--- config.mk ---
export PLATFORM = sky130hd
export DESIGN_NAME = i2c_master_register_transfer_sequencer
export DESIGN_NICKNAME = d
export VERILOG_FILES = /design/src/hdl/i2cmrts_pkg.sv /design/src/hdl/i2cmrts_front.sv /design/src/hdl/i2cmrts_queue.sv /design/src/hdl/i2cmrts_back.sv /design/src/hdl/i2c_master_register_transfer_sequencer.sv
export SDC_FILE = /design/constraint.sdc
export NUM_CORES = 1
export LEC_CHECK = 0
export BUFFER_PORTS_ARGS = -buffer_cell sky130_fd_sc_hd__clkbuf_2
export CORE_UTILIZATION = 53
export CTS_CLUSTER_SIZE = 28
export DETAILED_ROUTE_END_ITERATION = 10
export PLACE_DENSITY = 0.71
export SLEW_MARGIN = 25
export SYNTH_ARGS = -nofsm -noshare
export SYNTH_HDL_FRONTEND = slang
export SYNTH_HIERARCHICAL = 1
export SYNTH_SLANG_ARGS = --single-unit
--- constraint.sdc ---
create_clock -name clk_i -period 4 [get_ports clk_i]
set_input_delay 0 -clock clk_i [delete_from_list [all_inputs] [get_ports clk_i]]
set_output_delay 0 -clock clk_i [all_outputs]
set_load 0.01 [all_outputs]
--- src/hdl/i2cmrts_pkg.sv ---
`default_nettype none
// ----------------------------------------------------------------------------
// i2cmrts_pkg: shared types for the I2C register transfer sequencer
// Bus command codes, sequencer phases, plan descriptors passed from the
// front end to the back end, and the expansion of a plan into result items.
// ----------------------------------------------------------------------------
package i2cmrts_pkg;

  // width of the remaining-byte counter
  localparam int CountBits = 8;
  localparam int WideBits  = (CountBits > 8) ? CountBits : 8;

  // plan queue between front and back
  localparam int QueueDepth = 2;
  localparam int QPtrBits   = (QueueDepth > 1) ? $clog2(QueueDepth) : 1;
  localparam int QCntBits   = $clog2(QueueDepth + 1);

  localparam logic [7:0] ReadBit = 8'h01;

  typedef logic [CountBits-1:0] count_t;

  typedef enum logic [2:0] {
    CmdNone  = 3'd0,
    CmdStart = 3'd1,
    CmdStop  = 3'd2,
    CmdSend  = 3'd3,
    CmdRecv  = 3'd4
  } cmd_e;

  typedef enum logic [1:0] {
    KindReq  = 2'd0,
    KindData = 2'd1,
    KindAck  = 2'd2,
    KindRx   = 2'd3
  } kind_e;

  typedef enum logic [1:0] {
    OpProbe = 2'd0,
    OpWrite = 2'd1,
    OpRead  = 2'd2,
    OpRsvd  = 2'd3
  } op_e;

  typedef enum logic [6:0] {
    PhIdle     = 7'b0000001,
    PhAddrAck  = 7'b0000010,
    PhRegAck   = 7'b0000100,
    PhWdata    = 7'b0001000,
    PhWdataAck = 7'b0010000,
    PhRaddrAck = 7'b0100000,
    PhRx       = 7'b1000000
  } phase_e;

  // what one accepted event turns into on the bus side
  typedef enum logic [2:0] {
    PlanStartAddr = 3'd0,  // start, send byte
    PlanSend      = 3'd1,  // send byte
    PlanFinish    = 3'd2,  // stop with done, flag is success
    PlanNeed      = 3'd3,  // ask host for next write byte
    PlanRestart   = 3'd4,  // stop, start, send byte
    PlanRecv      = 3'd5,  // receive, flag is NACK-after
    PlanRxLast    = 3'd6,  // stop with received byte and done
    PlanRxMore    = 3'd7   // receive next, carries received byte
  } plan_e;

  typedef struct packed {
    plan_e      plan;
    logic [7:0] data;
    logic       flag;
  } desc_t;

  typedef struct packed {
    cmd_e       cmd;
    logic [7:0] send_byte;
    logic       send_nack;
    logic [7:0] read_data;
    logic       read_valid;
    logic       done;
    logic       success;
    logic       need_data;
    logic       last;
  } res_t;

  function automatic logic [1:0] plan_len(plan_e p);
    logic [1:0] n;
    begin
      case (p)
        PlanStartAddr: n = 2'd2;
        PlanRestart:   n = 2'd3;
        default:       n = 2'd1;
      endcase
      return n;
    end
  endfunction

  // result item number 'step' of a plan; 'last' is set by the caller
  function automatic res_t expand(desc_t d, logic [1:0] step);
    res_t r;
    begin
      r = '0;
      case (d.plan)
        PlanStartAddr: begin
          r.cmd = (step == 2'd0) ? CmdStart : CmdSend;
          r.send_byte = (step == 2'd0) ? 8'h00 : d.data;
        end
        PlanSend: begin
          r.cmd = CmdSend;
          r.send_byte = d.data;
        end
        PlanFinish: begin
          r.cmd = CmdStop;
          r.done = 1'b1;
          r.success = d.flag;
        end
        PlanNeed: begin
          r.cmd = CmdNone;
          r.need_data = 1'b1;
        end
        PlanRestart: begin
          case (step)
            2'd0:    r.cmd = CmdStop;
            2'd1:    r.cmd = CmdStart;
            default: begin
              r.cmd = CmdSend;
              r.send_byte = d.data;
            end
          endcase
        end
        PlanRecv: begin
          r.cmd = CmdRecv;
          r.send_nack = d.flag;
        end
        PlanRxLast: begin
          r.cmd = CmdStop;
          r.read_data = d.data;
          r.read_valid = 1'b1;
          r.done = 1'b1;
          r.success = 1'b1;
        end
        PlanRxMore: begin
          r.cmd = CmdRecv;
          r.send_nack = d.flag;
          r.read_data = d.data;
          r.read_valid = 1'b1;
        end
        default: r = '0;
      endcase
      return r;
    end
  endfunction

endpackage
`default_nettype wire

--- src/hdl/i2cmrts_front.sv ---
`default_nettype none
// ----------------------------------------------------------------------------
// i2cmrts_front: event classifier and transaction state
// Takes one event per cycle while accept_i is high, advances the transaction
// phase and pushes a back-end plan descriptor when the event yields items.
// ----------------------------------------------------------------------------
module i2cmrts_front (
  input  wire logic                 clk_i,
  input  wire logic                 rst_ni,
  input  wire logic                 accept_i,
  input  wire logic [1:0]           kind_i,
  input  wire logic [1:0]           operation_i,
  input  wire logic [7:0]           device_address_i,
  input  wire logic [7:0]           register_index_i,
  input  wire logic [7:0]           byte_count_i,
  input  wire logic [7:0]           data_byte_i,
  input  wire logic                 nack_i,
  output logic                      push_o,
  output i2cmrts_pkg::desc_t        desc_o
);

  i2cmrts_pkg::phase_e phase_q, phase_d;
  logic [1:0]          op_q, op_d;
  logic [7:0]          addr_q, addr_d;
  logic [7:0]          reg_q, reg_d;
  i2cmrts_pkg::count_t bytes_q, bytes_d;

  logic                                  push_c;
  logic [i2cmrts_pkg::WideBits-1:0]      cnt_w;
  logic [i2cmrts_pkg::WideBits-1:0]      cnt_max;
  i2cmrts_pkg::count_t                   cnt_sat;
  i2cmrts_pkg::count_t                   rx_left;
  logic                                  op_ok;
  logic                                  ack_phase;

  assign cnt_w   = i2cmrts_pkg::WideBits'(byte_count_i);
  assign cnt_max = i2cmrts_pkg::WideBits'({i2cmrts_pkg::CountBits{1'b1}});
  assign cnt_sat = (cnt_w > cnt_max) ? i2cmrts_pkg::count_t'(cnt_max)
                                     : i2cmrts_pkg::count_t'(cnt_w);
  assign rx_left = (bytes_q == '0) ? '0 : bytes_q - i2cmrts_pkg::count_t'(1);

  assign op_ok = (operation_i == i2cmrts_pkg::OpProbe) ||
                 (operation_i == i2cmrts_pkg::OpWrite) ||
                 (operation_i == i2cmrts_pkg::OpRead);
  assign ack_phase = (phase_q == i2cmrts_pkg::PhAddrAck) ||
                     (phase_q == i2cmrts_pkg::PhRegAck) ||
                     (phase_q == i2cmrts_pkg::PhWdataAck) ||
                     (phase_q == i2cmrts_pkg::PhRaddrAck);

  always_comb begin
    phase_d = phase_q;
    op_d    = op_q;
    addr_d  = addr_q;
    reg_d   = reg_q;
    bytes_d = bytes_q;
    push_c  = 1'b0;
    desc_o  = '0;
    case (kind_i)
      i2cmrts_pkg::KindReq: begin
        if (phase_q == i2cmrts_pkg::PhIdle && op_ok) begin
          op_d    = operation_i;
          addr_d  = device_address_i;
          reg_d   = register_index_i;
          bytes_d = cnt_sat;
          if (operation_i == i2cmrts_pkg::OpRead && cnt_sat == '0) begin
            bytes_d = i2cmrts_pkg::count_t'(1);
          end
          push_c      = 1'b1;
          desc_o.plan = i2cmrts_pkg::PlanStartAddr;
          desc_o.data = device_address_i;
          phase_d     = i2cmrts_pkg::PhAddrAck;
        end
      end
      i2cmrts_pkg::KindData: begin
        if (phase_q == i2cmrts_pkg::PhWdata) begin
          push_c      = 1'b1;
          desc_o.plan = i2cmrts_pkg::PlanSend;
          desc_o.data = data_byte_i;
          bytes_d     = bytes_q - i2cmrts_pkg::count_t'(1);
          phase_d     = i2cmrts_pkg::PhWdataAck;
        end
      end
      i2cmrts_pkg::KindAck: begin
        if (ack_phase) begin
          push_c = 1'b1;
          if (nack_i) begin
            desc_o.plan = i2cmrts_pkg::PlanFinish;
            phase_d     = i2cmrts_pkg::PhIdle;
          end else begin
            case (phase_q)
              i2cmrts_pkg::PhAddrAck: begin
                if (op_q == i2cmrts_pkg::OpProbe) begin
                  desc_o.plan = i2cmrts_pkg::PlanFinish;
                  desc_o.flag = 1'b1;
                  phase_d     = i2cmrts_pkg::PhIdle;
                end else begin
                  desc_o.plan = i2cmrts_pkg::PlanSend;
                  desc_o.data = reg_q;
                  phase_d     = i2cmrts_pkg::PhRegAck;
                end
              end
              i2cmrts_pkg::PhRaddrAck: begin
                desc_o.plan = i2cmrts_pkg::PlanRecv;
                desc_o.flag = (bytes_q == '0) || (bytes_q == i2cmrts_pkg::count_t'(1));
                phase_d     = i2cmrts_pkg::PhRx;
              end
              default: begin
                // register index or write data acknowledged
                if (phase_q == i2cmrts_pkg::PhRegAck && op_q != i2cmrts_pkg::OpWrite) begin
                  desc_o.plan = i2cmrts_pkg::PlanRestart;
                  desc_o.data = addr_q | i2cmrts_pkg::ReadBit;
                  phase_d     = i2cmrts_pkg::PhRaddrAck;
                end else if (bytes_q == '0) begin
                  desc_o.plan = i2cmrts_pkg::PlanFinish;
                  desc_o.flag = 1'b1;
                  phase_d     = i2cmrts_pkg::PhIdle;
                end else begin
                  desc_o.plan = i2cmrts_pkg::PlanNeed;
                  phase_d     = i2cmrts_pkg::PhWdata;
                end
              end
            endcase
          end
        end
      end
      default: begin
        // received byte
        if (phase_q == i2cmrts_pkg::PhRx) begin
          push_c      = 1'b1;
          bytes_d     = rx_left;
          desc_o.data = data_byte_i;
          if (rx_left == '0) begin
            desc_o.plan = i2cmrts_pkg::PlanRxLast;
            phase_d     = i2cmrts_pkg::PhIdle;
          end else begin
            desc_o.plan = i2cmrts_pkg::PlanRxMore;
            desc_o.flag = (rx_left == i2cmrts_pkg::count_t'(1));
          end
        end
      end
    endcase
  end

  assign push_o = accept_i && push_c;

  always_ff @(posedge clk_i or negedge rst_ni) begin
    if (!rst_ni) begin
      phase_q <= i2cmrts_pkg::PhIdle;
      op_q    <= '0;
      addr_q  <= '0;
      reg_q   <= '0;
      bytes_q <= '0;
    end else if (accept_i) begin
      phase_q <= phase_d;
      op_q    <= op_d;
      addr_q  <= addr_d;
      reg_q   <= reg_d;
      bytes_q <= bytes_d;
    end
  end

endmodule
`default_nettype wire

--- src/hdl/i2cmrts_queue.sv ---
`default_nettype none
// ----------------------------------------------------------------------------
// i2cmrts_queue: plan descriptor queue
// Small FIFO between the front end and the back end.
// ----------------------------------------------------------------------------
module i2cmrts_queue (
  input  wire logic                clk_i,
  input  wire logic                rst_ni,
  input  wire logic                push_i,
  input  wire i2cmrts_pkg::desc_t  push_data_i,
  output logic                     full_o,
  input  wire logic                pop_i,
  output logic                     head_valid_o,
  output i2cmrts_pkg::desc_t       head_o
);

  i2cmrts_pkg::desc_t entries_q [i2cmrts_pkg::QueueDepth];
  logic [i2cmrts_pkg::QPtrBits-1:0] wr_ptr_q, rd_ptr_q;
  logic [i2cmrts_pkg::QCntBits-1:0] count_q;
  logic do_push, do_pop;

  assign full_o       = (count_q == i2cmrts_pkg::QCntBits'(i2cmrts_pkg::QueueDepth));
  assign head_valid_o = (count_q != '0);
  assign head_o       = entries_q[rd_ptr_q];
  assign do_push      = push_i && !full_o;
  assign do_pop       = pop_i && head_valid_o;

  function automatic logic [i2cmrts_pkg::QPtrBits-1:0] next_ptr(
      logic [i2cmrts_pkg::QPtrBits-1:0] p);
    begin
      if (p == i2cmrts_pkg::QPtrBits'(i2cmrts_pkg::QueueDepth - 1)) begin
        return '0;
      end
      return p + i2cmrts_pkg::QPtrBits'(1);
    end
  endfunction

  always_ff @(posedge clk_i) begin
    if (do_push) begin
      entries_q[wr_ptr_q] <= push_data_i;
    end
  end

  always_ff @(posedge clk_i or negedge rst_ni) begin
    if (!rst_ni) begin
      wr_ptr_q <= '0;
      rd_ptr_q <= '0;
      count_q  <= '0;
    end else begin
      if (do_push) begin
        wr_ptr_q <= next_ptr(wr_ptr_q);
      end
      if (do_pop) begin
        rd_ptr_q <= next_ptr(rd_ptr_q);
      end
      if (do_push && !do_pop) begin
        count_q <= count_q + i2cmrts_pkg::QCntBits'(1);
      end else if (do_pop && !do_push) begin
        count_q <= count_q - i2cmrts_pkg::QCntBits'(1);
      end
    end
  end

endmodule
`default_nettype wire

--- src/hdl/i2cmrts_back.sv ---
`default_nettype none
// ----------------------------------------------------------------------------
// i2cmrts_back: plan expander and output register
// Walks the head plan into the output register one item per unstalled cycle.
// ----------------------------------------------------------------------------
module i2cmrts_back (
  input  wire logic                clk_i,
  input  wire logic                rst_ni,
  input  wire logic                head_valid_i,
  input  wire i2cmrts_pkg::desc_t  head_i,
  output logic                     pop_o,
  output logic                     out_valid_o,
  input  wire logic                out_stall_i,
  output i2cmrts_pkg::res_t        res_o
);

  logic [1:0]        step_q;
  logic              out_valid_q;
  i2cmrts_pkg::res_t res_q;
  i2cmrts_pkg::res_t item;
  logic              is_last;
  logic              load;

  assign is_last = (step_q == i2cmrts_pkg::plan_len(head_i.plan) - 2'd1);
  always_comb begin
    item      = i2cmrts_pkg::expand(head_i, step_q);
    item.last = is_last;
  end

  assign load  = head_valid_i && (!out_valid_q || !out_stall_i);
  assign pop_o = load && is_last;

  always_ff @(posedge clk_i) begin
    if (load) begin
      res_q <= item;
    end
  end

  always_ff @(posedge clk_i or negedge rst_ni) begin
    if (!rst_ni) begin
      step_q      <= '0;
      out_valid_q <= 1'b0;
    end else begin
      if (load) begin
        step_q      <= is_last ? 2'd0 : step_q + 2'd1;
        out_valid_q <= 1'b1;
      end else if (!out_stall_i) begin
        out_valid_q <= 1'b0;
      end
    end
  end

  assign out_valid_o = out_valid_q;
  assign res_o       = res_q;

endmodule
`default_nettype wire

--- src/hdl/i2c_master_register_transfer_sequencer.sv ---
`default_nettype none
// ----------------------------------------------------------------------------
// i2c_master_register_transfer_sequencer: register read/write sequencer
// Turns host requests and byte-engine responses into I2C bus commands.
// ----------------------------------------------------------------------------
// Usage:
//   Input channel (in_valid_i / in_stall_o) carries events: transaction
//   requests, write data bytes, ack responses and received bytes, all
//   coming back from the host or the byte-level engine. Output channel
//   (out_valid_o / out_stall_i) carries result items: bus commands plus
//   read data, need_data and done/success status; last_o marks the final
//   item caused by one event. Each event causes zero to three items.
//   After the transfer the plan is written to the queue, then expanded
//   into the output register, where the event's first item shows.
//   Events are taken one per cycle while the two-entry plan queue has
//   room; the output side issues one item per cycle while out_stall_i is
//   low, so the restart sequence's three items leave one after another.
//   Reset (rst_ni low, async) returns the phase to idle and empties the
//   queue and output register. A stall on the output holds the current
//   item; events keep being taken until the plan queue fills, then
//   in_stall_o rises. Ignored events (unexpected kind for the phase,
//   request while busy, reserved operation) are taken and produce nothing.
// ----------------------------------------------------------------------------
module i2c_master_register_transfer_sequencer (
  input  wire logic       clk_i,
  input  wire logic       rst_ni,
  // events in
  input  wire logic       in_valid_i,
  output logic            in_stall_o,
  input  wire logic [1:0] kind_i,
  input  wire logic [1:0] operation_i,
  input  wire logic [7:0] device_address_i,
  input  wire logic [7:0] register_index_i,
  input  wire logic [7:0] byte_count_i,
  input  wire logic [7:0] data_byte_i,
  input  wire logic       nack_i,
  // result items out
  output logic            out_valid_o,
  input  wire logic       out_stall_i,
  output logic [2:0]      bus_command_o,
  output logic [7:0]      send_byte_o,
  output logic            send_nack_after_o,
  output logic [7:0]      read_data_o,
  output logic            read_valid_o,
  output logic            done_res_o,
  output logic            success_o,
  output logic            need_data_o,
  output logic            last_o
);

  logic               accept;
  logic               push;
  logic               full;
  logic               pop;
  logic               head_valid;
  i2cmrts_pkg::desc_t push_desc;
  i2cmrts_pkg::desc_t head;
  i2cmrts_pkg::res_t  res;

  // an event is taken whenever the queue can hold its plan
  assign in_stall_o = full;
  assign accept     = in_valid_i && !full;

  i2cmrts_front u_front (
    .clk_i            (clk_i),
    .rst_ni           (rst_ni),
    .accept_i         (accept),
    .kind_i           (kind_i),
    .operation_i      (operation_i),
    .device_address_i (device_address_i),
    .register_index_i (register_index_i),
    .byte_count_i     (byte_count_i),
    .data_byte_i      (data_byte_i),
    .nack_i           (nack_i),
    .push_o           (push),
    .desc_o           (push_desc)
  );

  i2cmrts_queue u_queue (
    .clk_i        (clk_i),
    .rst_ni       (rst_ni),
    .push_i       (push),
    .push_data_i  (push_desc),
    .full_o       (full),
    .pop_i        (pop),
    .head_valid_o (head_valid),
    .head_o       (head)
  );

  // back end drains plans to the output register, one item per unstalled cycle
  i2cmrts_back u_back (
    .clk_i        (clk_i),
    .rst_ni       (rst_ni),
    .head_valid_i (head_valid),
    .head_i       (head),
    .pop_o        (pop),
    .out_valid_o  (out_valid_o),
    .out_stall_i  (out_stall_i),
    .res_o        (res)
  );

  assign bus_command_o     = res.cmd;
  assign send_byte_o       = res.send_byte;
  assign send_nack_after_o = res.send_nack;
  assign read_data_o       = res.read_data;
  assign read_valid_o      = res.read_valid;
  assign done_res_o        = res.done;
  assign success_o         = res.success;
  assign need_data_o       = res.need_data;
  assign last_o            = res.last;

endmodule
`default_nettype wire

== Word level (Yosys, flattened, before mapping) ==
Memories as Yosys holds them, arrays and structs flattened.
Cells that the tools add are included.

* Bits in writable memories: 24
* Flip-flop bits (word level): 65
* Memories kept: 1
* Bits of input ports: 41
* Logic and storage cells: 170
* Output and inout bits: 27

* Order comparisons: 1
* Bitwise gates (word level): 1
* Multiplexer cells: 69
* Add/sub/neg operators: 7
* Eq/ne operators: 28
* Reduce and logical (&&, ||, !) cells: 44

{| class="wikitable"
|+ Memories
! memory !! words !! width !! read ports !! clocked after memory_dff !! wr ports !! line !! source
|-
| u_queue.entries_q || 2 || 12 || 1 || 0 || 1 || i2cmrts_queue.sv:17 || <nowiki>i2cmrts_pkg::desc_t entries_q [i2cmrts_pkg::QueueDepth];</nowiki>
|}

{| class="wikitable"
|+ Operators by type and width
! kind !! count
|-
| $mux W8 || 11
|-
| $pmux W8 S3 || 2
|-
| $mux W7 || 6
|-
| $pmux W11 S3 || 1
|-
| $logic_not A8 Y1 || 3
|-
| $mux W1 || 24
|-
| $mux W12 || 2
|-
| $pmux W7 S3 || 1
|-
| $mux W9 || 2
|-
| $pmux W3 S6 || 1
|-
| $eq A8 B1 Y1 const B || 2
|-
| $pmux W8 S2 || 1
|-
| $pmux W7 S2 || 1
|-
| $eq A3 B3 Y1 const B || 4
|-
| $pmux W2 S2 || 3
|-
| $logic_and A1 B1 Y1 || 11
|-
| $mux W2 || 5
|-
| $ne A2 B1 Y1 const B || 5
|-
| $reduce_or A2 Y1 || 5
|-
| $mux W3 || 3
|-
| $gt A8 B8 Y1 const B || 1
|-
| $logic_not A2 Y1 || 4
|-
| $reduce_bool A4 Y1 || 2
|-
| $sub A8 B1 Y8 const B || 1
|-
| 29 further kinds || 49
|}

== Longest topological paths before layout ==
* Depth in word-level cells: 12
* Mapped depth: 13
* Mapped depth without buffers: 12

== By module ==
The synthesis kept the hierarchy.

{| class="wikitable"
|+ By module, submodules not included
! module !! sequential area each (um^2) !! area an instance (um^2) !! cells an instance !! instances
|-
| i2cmrts_front || 802.0 || 2277.2 || 254 || 1
|-
| i2cmrts_back || 825.8 || 1156.1 || 82 || 1
|-
| i2cmrts_queue || 820.8 || 1069.8 || 56 || 1
|-
| i2c_master_register_transfer_sequencer || 0.0 || 13.8 || 1 || 1
|}

== Least setup slack after synthesis ==
Ideal clock, no wire load.

* Kind: register to register
* From: reg u_front.phase_q[2]
* To: mem u_queue/entries_q[0][0] in the netlist's numbering, enable pin
* Data required time: 3.620 ns
* Buffers on the path: 3
* Data arrival time: 2.482 ns
* Path slack: 1.137 ns
* Library setup time: 0.380 ns
* Period minus slack after synthesis: 2.863 ns
* Cell stages (with the launch flop): 10
* Path through: dfrtp_1 -> or4_1 -> buf_2 -> nor4b_2 -> buf_4 -> o311ai_2 -> buf_6 -> inv_1 -> nand2_1 -> nor2_1

* Longest elaborated chain between the ends: 10
* Elaborated cells between the ends (all ways): 20
* Classes of those cells: eq/ne (7); mux (7); reduce/logical (6)

{| class="wikitable"
|+ RTL lines
! element !! line !! source
|-
| from (decl) || i2cmrts_front.sv:22 || <nowiki>i2cmrts_pkg::phase_e phase_q, phase_d;</nowiki>
|-
| from (signal assigned) || i2cmrts_front.sv:148 || <nowiki>phase_q <= i2cmrts_pkg::PhIdle;</nowiki>
|-
| from (signal assigned) || i2cmrts_front.sv:154 || <nowiki>phase_q <= phase_d;</nowiki>
|-
| $eq A7 B2 Y1 / $eq A7 B3 Y1 (equally long branches) || i2cmrts_front.sv:45, i2cmrts_front.sv:46 ||
|-
| $logic_or A1 B1 Y1 || i2cmrts_front.sv:45 || <nowiki>assign ack_phase = (phase_q == i2cmrts_pkg::PhAddrAck) ||</nowiki>
|-
| $logic_or A1 B1 Y1 || i2cmrts_front.sv:46 || <nowiki>(phase_q == i2cmrts_pkg::PhRegAck) ||</nowiki>
|-
| $logic_or A1 B1 Y1 || i2cmrts_front.sv:47 || <nowiki>(phase_q == i2cmrts_pkg::PhWdataAck) ||</nowiki>
|-
| $mux W1 || i2cmrts_front.sv:84 || <nowiki>if (ack_phase) begin</nowiki>
|-
| $pmux W1 S3 * || i2cmrts_front.sv:58 || <nowiki>case (kind_i)</nowiki>
|-
| $logic_and A1 B1 Y1 * || i2cmrts_front.sv:144 || <nowiki>assign push_o = accept_i && push_c;</nowiki>
|-
| named net push || i2c_master_register_transfer_sequencer.sv:52 || <nowiki>logic push;</nowiki>
|-
| $logic_and A1 B1 Y1 * || i2cmrts_queue.sv:25 || <nowiki>assign do_push = push_i && !full_o;</nowiki>
|-
| $mux W1 * || i2cmrts_queue.sv:39 || <nowiki>if (do_push) begin</nowiki>
|-
| $mux W1 (implied by the code) * || i2cmrts_queue.sv:40 || <nowiki>entries_q[wr_ptr_q] <= push_data_i;</nowiki>
|-
| to (decl) || i2cmrts_queue.sv:17 ||
|}

Mark *: on every way through the listed nets, which the timed path passes. The rest lies on a longest branch.

== Final worst setup path ==
* From: reg u_front.phase_q[5]
* To: mem u_queue/entries_q[1][11] in the netlist's numbering, enable pin

The elaborated chain is that of the path after synthesis.

==> reports/qor.txt <==
Die Wd -> 94.32 um
Antenna diode count -> 0
Synth area leaders -> edfxtp_1 33%, dfrtp_1 21%, mux2_2 7.2%
Reg area -> 2449 um^2
Critical path class -> flip-flop to flip-flop
Cells after synthesis -> 393
Synthesis Warnings -> 6
Total CTS buffers -> 9
RSZ-0062 raised after global routing -> no
Status -> completed
PortBufs -> 67
Crit-path max FO -> 12
Worst hold-check path type -> input pin to flip-flop
WL/cell -> 15.60 um
Area grow syn2layout -> 17.29%
Worst-path clk slew -> 100 ps
Lkg Pwr -> 2.205 nW
Effective utilization at floorplan -> 0.5497
Fraction of layout cells with a size suffix above 1 -> 0.2756
Crit path DAT -> 3140 ps
CTS tree -> yes
Via/cell ratio -> 5.690
Clock Skew -> 10.56 ps
FILL cells -> 660
GR Overflow Total -> 0
Number of global-route vias before repair -> 3134
Antenna violations before repair -> 0
Commonest cells post-synth -> 49 x edfxtp_1, 38 x dfrtp_1, 30 x nor2_1, 29 x mux2_2, 29 x nand2_1
Switching power of the nets -> 1.308 mW
H-tree lvl count -> 3
Finished Core Util -> 0.6447
Max Cap Viol -> 0
Part of the power in registers -> 0.459
Tot GR Track Use -> 0.2180
First drt pass iteration count -> 5
Sw Share -> 0.3794
Average size of a mapped cell -> 11.49 um^2
Int Power -> 2.139 mW
Most frequent cell after synthesis -> edfxtp_1
Power Density -> 650.7 nW/um^2
Clk Tree Root Cell -> clkbuf_8
Die height -> 94.32 um
Nets -> 521
Peak supply drop -> 0.2927 mV
Core area -> 8217 um^2
Comb power frac -> 0.362
Cell Area, Synth -> 4517 um^2
Worst-Skew Late Latency -> 360 ps
Core Rows -> 33
Post-Route WL -> 9110 um
CP Launch Type -> flip-flop
Final setup violation count -> 0
Largest net degree at the start of global routing -> 40
Power share of the clock group -> 0.180
Clock tree buffer depth -> 2
Setup TNS -> 0 ps
Tcrit/Tclk final -> 0.7845
Multi-input logic area -> 1911 um^2
Slew Viols, Final -> 0
First-pass GRT wire length -> 14830 um
# IOs -> 68
Yosys reg bits -> 88
Worst-Margin Slew -> 939.8 ps
Synth Net Count -> 440
Crit path capture type -> flip-flop
Clk sink count -> 88
Yosys top cell area share -> 0.3258
Routed via count -> 3323
Peak Freq -> 318.7 MHz
Min Tclk post-route -> 3138 ps
Data required, critical path -> 4000 ps
Final hold violations -> 0
Count of cell types in the netlist -> 68
Post-synth EDFFs -> 49
Final ANT Viol Nets -> 0
Leading area contributor after synthesis -> edfxtp_1
Seq/Total Area, Yosys -> 0.5421
Gpl congestion -> 0.9072
Post-cts sizing count -> 0
Die ar. -> 8895 um^2
Ys async rst share -> 0.4432
HPWL Detailed -> 6244 um
Residual DRC count -> 0
Synth Flop Type -> edfxtp_1
Worst slew margin -> 0.3728
Initial drt markers -> 126
[metrics by stage]
stage | instance area, um^2 | std cells | hold slack [ps] | worst slack (ps) | total power [mW]
after CTS | 5298 | 584 | 3.374 | 867.1 | 3.467
final | 5298 | 584 | 11.89 | 862.0 | 3.447
after global routing | 5298 | 584 | 25.55 | 660.9 | 3.689
after floorplan | 4517 | 393 | -295.6 | 1137 | 2.478
after detailed placement | 4897 | 548 | 218.6 | 883.4 | 2.826
after global placement | 4897 | 548 | 212.4 | 981.8 | 2.777
[cells in the final DEF, fill, tap and decap left out, drive strengths merged, types with 3 or more instances in the layout]
master	count
a21oi	10
a22o	6
a22oi	15
a31oi	3
and2	11
and3	11
buf	4
clkbuf	75
dfrtp	38
dlygate4sd3	20
edfxtp	49
ha	6
inv	19
mux2	29
nand2	30
nand2b	5
nand3	7
nor2	30
nor2b	7
nor3	9
nor3b	4
nor4	6
o21a	4
o21ai	27
o22ai	3
or3	4
xnor2	3
xor2	7
[path summary, 6_finish.rpt]
path                                     from                  endpoint  slack [ps]  cells past startpoint
max                        u_front/phase_q[5]  u_queue/entries_q[1][11]         860                      6
min                           byte_count_i[4]        u_front/bytes_q[4]          10                      3
max reg2reg                u_front/phase_q[5]  u_queue/entries_q[1][11]         860                      6
min reg2reg                  u_queue/wr_ptr_q          u_queue/wr_ptr_q         510                      1
max in group asynchronous              rst_ni           u_front/op_q[0]        3140                      2
min in group asynchronous              rst_ni          u_back/step_q[0]         290                      2
[state kept, by name, indices dropped and copies added (netlist names)]
| signal | count |
|---|---|
| u_back/res_o | 25 |
| u_queue/entries_q | 24 |
| u_front/bytes_q | 8 |
| u_front/reg_q | 8 |
| u_front/addr_q | 7 |
| u_front/phase_q | 7 |
| u_back/step_q | 2 |
| u_front/op_q | 2 |
| u_queue/count_q | 2 |
| u_back/out_valid_o | 1 |
| u_queue/rd_ptr_q | 1 |
| u_queue/wr_ptr_q | 1 |
[timing repair]
item,CTS,global route
hold endpoints to repair,57,0
buffers inserted,0,0
hold buffers,20,0
[worst max-delay path, cell delays in order, from the launching register on]
cell and delay, ps:
dfrtp_1 460, or4_1 700, nor4b_2 520, or3_1 190, o311ai_2 250, inv_1 140, and3_1 510
[final cells by class]
cell class | instances | area share
clock buffers | 9 | 0.02338
clock inverters | 7 | 0.01441
inverters | 13 | 0.009211
repair buffers | 90 | 0.1053
well taps | 105 | 0.02480
flip-flops and latches | 88 | 0.4622
multi-input cells | 272 | 0.3607
[power groups by stage]
| stage | registers [mW] | logic, mW | clock network, mW |
|---|---|---|---|
| global route | 1.62 | 1.40 | 0.667 |
| global placement | 1.58 | 1.20 | 0 |
| floorplan | 1.56 | 0.915 | 0 |
| CTS | 1.58 | 1.25 | 0.637 |
| finish | 1.58 | 1.25 | 0.619 |
| detailed placement | 1.60 | 1.23 | 0 |
[logic make-up (layout without fill, tap and decap cells)]
logic type               count (synthesis)  in the layout  share of synthesized area
multiplexers                            31             31                    0.07673
buffers and inverters                   33            119                    0.03490
adder cells (fa/ha/maj)                  6              6                    0.01662
AO/OA/AOI/OAI                           85             85                     0.1307
XOR/XNOR                                10             10                    0.01939
AND/OR/NAND/NOR                        140            140                     0.1795
flip-flops                              88             88                     0.5421
[layer usage]
metal,up-vias,global-route usage,part of all wire
met3,9,0.05016,0.049
met5,-,0,0
met1,1586,0.2865,0.45
met4,0,0.06538,0.010
li1,1619,-,-
met2,109,0.3593,0.49
Note: power is estimated with default switching activity, not from simulation.
